==> src/design/dpr_ram.sv <==
// Generic single-write, single-read RAM with registered read data.
module dpr_ram #(
  parameter int unsigned WIDTH = 8,
  parameter int unsigned DEPTH = 16,
  parameter int unsigned AW    = (DEPTH > 1) ? $clog2(DEPTH) : 1
) (
  input  logic             clk,
  input  logic             wr_en,
  input  logic [AW-1:0]    wr_addr,
  input  logic [WIDTH-1:0] wr_data,
  input  logic             rd_en,
  input  logic [AW-1:0]    rd_addr,
  output logic [WIDTH-1:0] rd_data
);

  logic [WIDTH-1:0] mem [DEPTH];

  // Write port
  always_ff @(posedge clk) begin
    if (wr_en) begin
      mem[wr_addr] <= wr_data;
    end
  end

  // Registered read port
  always_ff @(posedge clk) begin
    if (rd_en) begin
      rd_data <= mem[rd_addr];
    end
  end

endmodule

==> config.mk <==
export PLATFORM = sky130hd
export DESIGN_NAME = dpr_ram
export DESIGN_NICKNAME = d
export VERILOG_FILES = /design/src/design/dpr_ram.sv
export SDC_FILE = /design/constraint.sdc
export NUM_CORES = 1
export LEC_CHECK = 0
export BUFFER_PORTS_ARGS = -buffer_cell sky130_fd_sc_hd__buf_4
export CORE_UTILIZATION = 40
export CTS_BUF_LIST = sky130_fd_sc_hd__clkbuf_4 sky130_fd_sc_hd__clkbuf_8
export DETAILED_ROUTE_END_ITERATION = 10
export GPL_TIMING_DRIVEN = 0
export HOLD_SLACK_MARGIN = 0.1
export PLACE_DENSITY = 0.56
export SLEW_MARGIN = 20
export SYNTH_ARGS = -nofsm -noshare
export SYNTH_HDL_FRONTEND = slang
export SYNTH_SLANG_ARGS = --single-unit
==> constraint.sdc <==
create_clock -name clk -period 4.09 [get_ports clk]
set_clock_uncertainty 0.1 [all_clocks]
set_input_delay 1.0225 -clock clk [delete_from_list [all_inputs] [get_ports clk]]
set_output_delay 1.0225 -clock clk [all_outputs]
set_load 0.01 [all_outputs]
==> results.sh <==
export IMPL_fin_setup_tns_ns=0
export IMPL_drive_gt1_share_pct=30.8
export IMPL_hold_viol=0
export IMPL_cts_sinks=136
export IMPL_maxCapViolations=0
export IMPL_cp_start_kind="input pin"
export IMPL_seq_area_frac_synth_pct=78.1
export IMPL_path_class="in -> reg"
export IMPL_synth_top_area_share_pct=78.1
export IMPL_die_h_um=116
export IMPL_post_synth_top_count_cell="edfxtp_1"
export IMPL_yosysTopAreaCell="edfxtp_1"
export IMPL_gp_congestion=0.674
export IMPL_synth_nets=248
export IMPL_power_leakage_nw=1.97
export IMPL_drtPass1Iterations=4
export IMPL_cts_setup_buffers=0
export IMPL_cts_root_buffer="clkbuf_8"
export IMPL_outcome="finished clean"
export IMPL_fin_crit_sh_pct=58.3
export IMPL_ir_drop_mv=0.157
export IMPL_wl_mm=9.90
export IMPL_endpoint_kind="register"
export IMPL_clk_latency_ns=0.43
export IMPL_drc=0
export IMPL_p_per_area_mw_per_mm2=467
export IMPL_drt_initial_drc_count=134
export IMPL_cts_tree="built"
export IMPL_core_area_mm2=0.0127
export IMPL_grtUsageTotal_pct=15.9
export IMPL_htree_levels=4
export IMPL_clockBufferDepth=2
export IMPL_die_area_mm2=0.0135
export IMPL_holdBufCountCts=0
export IMPL_wl_per_cell_um=21.6
export IMPL_path_max_fanout=8
export IMPL_hpwl_mm=6.42
export IMPL_ys_seq_elements=136
export IMPL_antenna_found_initial=0
export IMPL_synth_common_cells="edfxtp_1 (136), mux4_2 (18), a22oi_1 (16)"
export IMPL_fin_nets=292
export IMPL_fin_area_mm2=0.00605
export IMPL_synth_edf_count=136
export IMPL_synthTopCellsByArea="edfxtp_1 (78%), mux4_2 (7.8%), mux4_1 (7.0%), a22oi_1 (2.3%), nor2_1 (0.93%)"
export IMPL_min_period_ns=2.39
export IMPL_first_global_vias=2367
export IMPL_yosys_warnings=0
export IMPL_viasPerCell=5.17
export IMPL_fmax_mhz=419
export IMPL_ant_nets=0
export IMPL_placed_cells=426
export IMPL_die_x_um=116
export IMPL_slew_violations=0
export IMPL_crit_arrival_ns=2.34
export IMPL_yosysUniqueCellTypes=18
export IMPL_max_slew_margin_pct=45.3
export IMPL_cp_data_required_time_ns=4.04
export IMPL_syn_instance_count=229
export IMPL_cts_inserted_buffers=17
export IMPL_placed_cell_area_mm2=0.00565
export IMPL_postCtsResizedCells=0
export IMPL_grt_pass1_wl_mm=14.2
export IMPL_syn_cell_area_mm2=0.00523
export IMPL_grt_ovfl_total=0
export IMPL_grt_max_degree=17
export IMPL_rows=41
export IMPL_ys_async_sr_fraction_pct=0
export IMPL_finalSetupViolCount=0
export IMPL_port_buffers=25
export IMPL_layoutNonFillerInstCount=458
export IMPL_rsz0062_at_grt="false"
export IMPL_dominantRegCellSynth="edfxtp_1"
export IMPL_avgSynthCellArea_um2=22.8
export IMPL_vias=2370
export IMPL_syn_to_final_growth_pct=15.7
export IMPL_initial_core_util_pct=41.3
export IMPL_clk_pin_slew_ns=0.08
export IMPL_hold_class="reg -> reg"
export IMPL_num_io_pins=27
export IMPL_worstMarginPinSlew_ns=0.817
export IMPL_antenna_cells=0
==> where the power goes <==
part           leakage, nW  switching [mW]  internal [mW]
combinational        0.544          0.0899         0.0691
clock                0.193           0.489          0.601
sequential            1.24         0.00666           1.57
==> layout by cell type (no fill, tap or decap) <==
| cell | netlist | layout |
|---|---|---|
| edfxtp_1 | 136 | 136 |
| buf_4 | 1 | 26 |
| mux4_2 | 18 | 18 |
| clkbuf_8 | 0 | 17 |
| a22oi_1 | 16 | 16 |
| mux4_1 | 14 | 14 |
| nor2_1 | 13 | 13 |
| nand2_1 | 9 | 9 |
| nor3_2 | 0 | 4 |
| clkinvlp_4 | 0 | 4 |
| clkinv_2 | 0 | 4 |
| buf_6 | 3 | 3 |
| buf_2 | 3 | 3 |
| clkdlybuf4s25_2 | 3 | 3 |
| bufinv_16 | 0 | 3 |
| nand3b_1 | 2 | 2 |
| nand2b_1 | 2 | 2 |
| clkinv_1 | 0 | 2 |
| nor2b_1 | 1 | 1 |
| and2_1 | 1 | 1 |
| and2b_1 | 1 | 1 |
| nand3_1 | 1 | 1 |
| or3b_2 | 1 | 1 |
| clkbuf_4 | 0 | 1 |
| inv_6 | 0 | 1 |
==> cells by family after synthesis <==
kind of cell,count (synthesis),synth area share [%]
flops,136,78.1
buf+inv,10,1.65
mux,32,14.8
compound gates,16,2.30
simple gates,35,3.14
==> per-layer routing <==
layer  GRT usage, %  share of wire, %  vias up
met1           21.0                45     1234
met2           24.8                49       57
li1               -                 -     1066
met5              0                 0        -
met3           4.62               4.4       13
met4           6.41               1.4        0
==> stage by stage <==
| stage | util (%) | hold slack, ns | worst slack [ns] | total power [mW] |
|---|---|---|---|---|
| 2_1_floorplan | - | 0.605 | 1.47 | 1.69 |
| 3_3_place_gp | 44.4 | 0.642 | 0.854 | 1.76 |
| 3_5_place_dp | 44.6 | 0.645 | 1.23 | 1.77 |
| 4_1_cts | 47.7 | 0.665 | 1.70 | 2.85 |
| 5_1_grt | 47.7 | 0.709 | 1.65 | 2.91 |
| 6_report | 47.7 | 0.664 | 1.70 | 2.82 |
==> area by class of cell <==
cell class                      count  area, um2
Tap cell                          172        215
Multi-Input combinational cell     83       1080
Buffer                             10       86.3
Clock inverter                     14        156
Clock buffer                       18        241
Timing Repair Buffer               25        188
Sequential cell                   136       4080
Fill cell                        1028       6620
==> critical path, cell delays in order <==
cell and delay, ns:
buf_4 0.12, or3b_2 0.54, nor2_1 0.65
==> state kept, by name, indices dropped and copies added (netlist names) <==
register,cells
rd_data,8
mem,128
==> path summary, 6_finish.rpt <==
path,from,end,slack (ns),depth (start not counted)
worst min-delay path,mem[11][1],rd_data[1],0.66,3
worst min register to register,mem[11][1],rd_data[1],0.66,3
worst max-delay path,wr_addr[2],mem[2][1],1.70,3
worst max register to register,mem[5][1],rd_data[1],2.45,3
No activity file was read; power rests on OpenSTA's default activity.
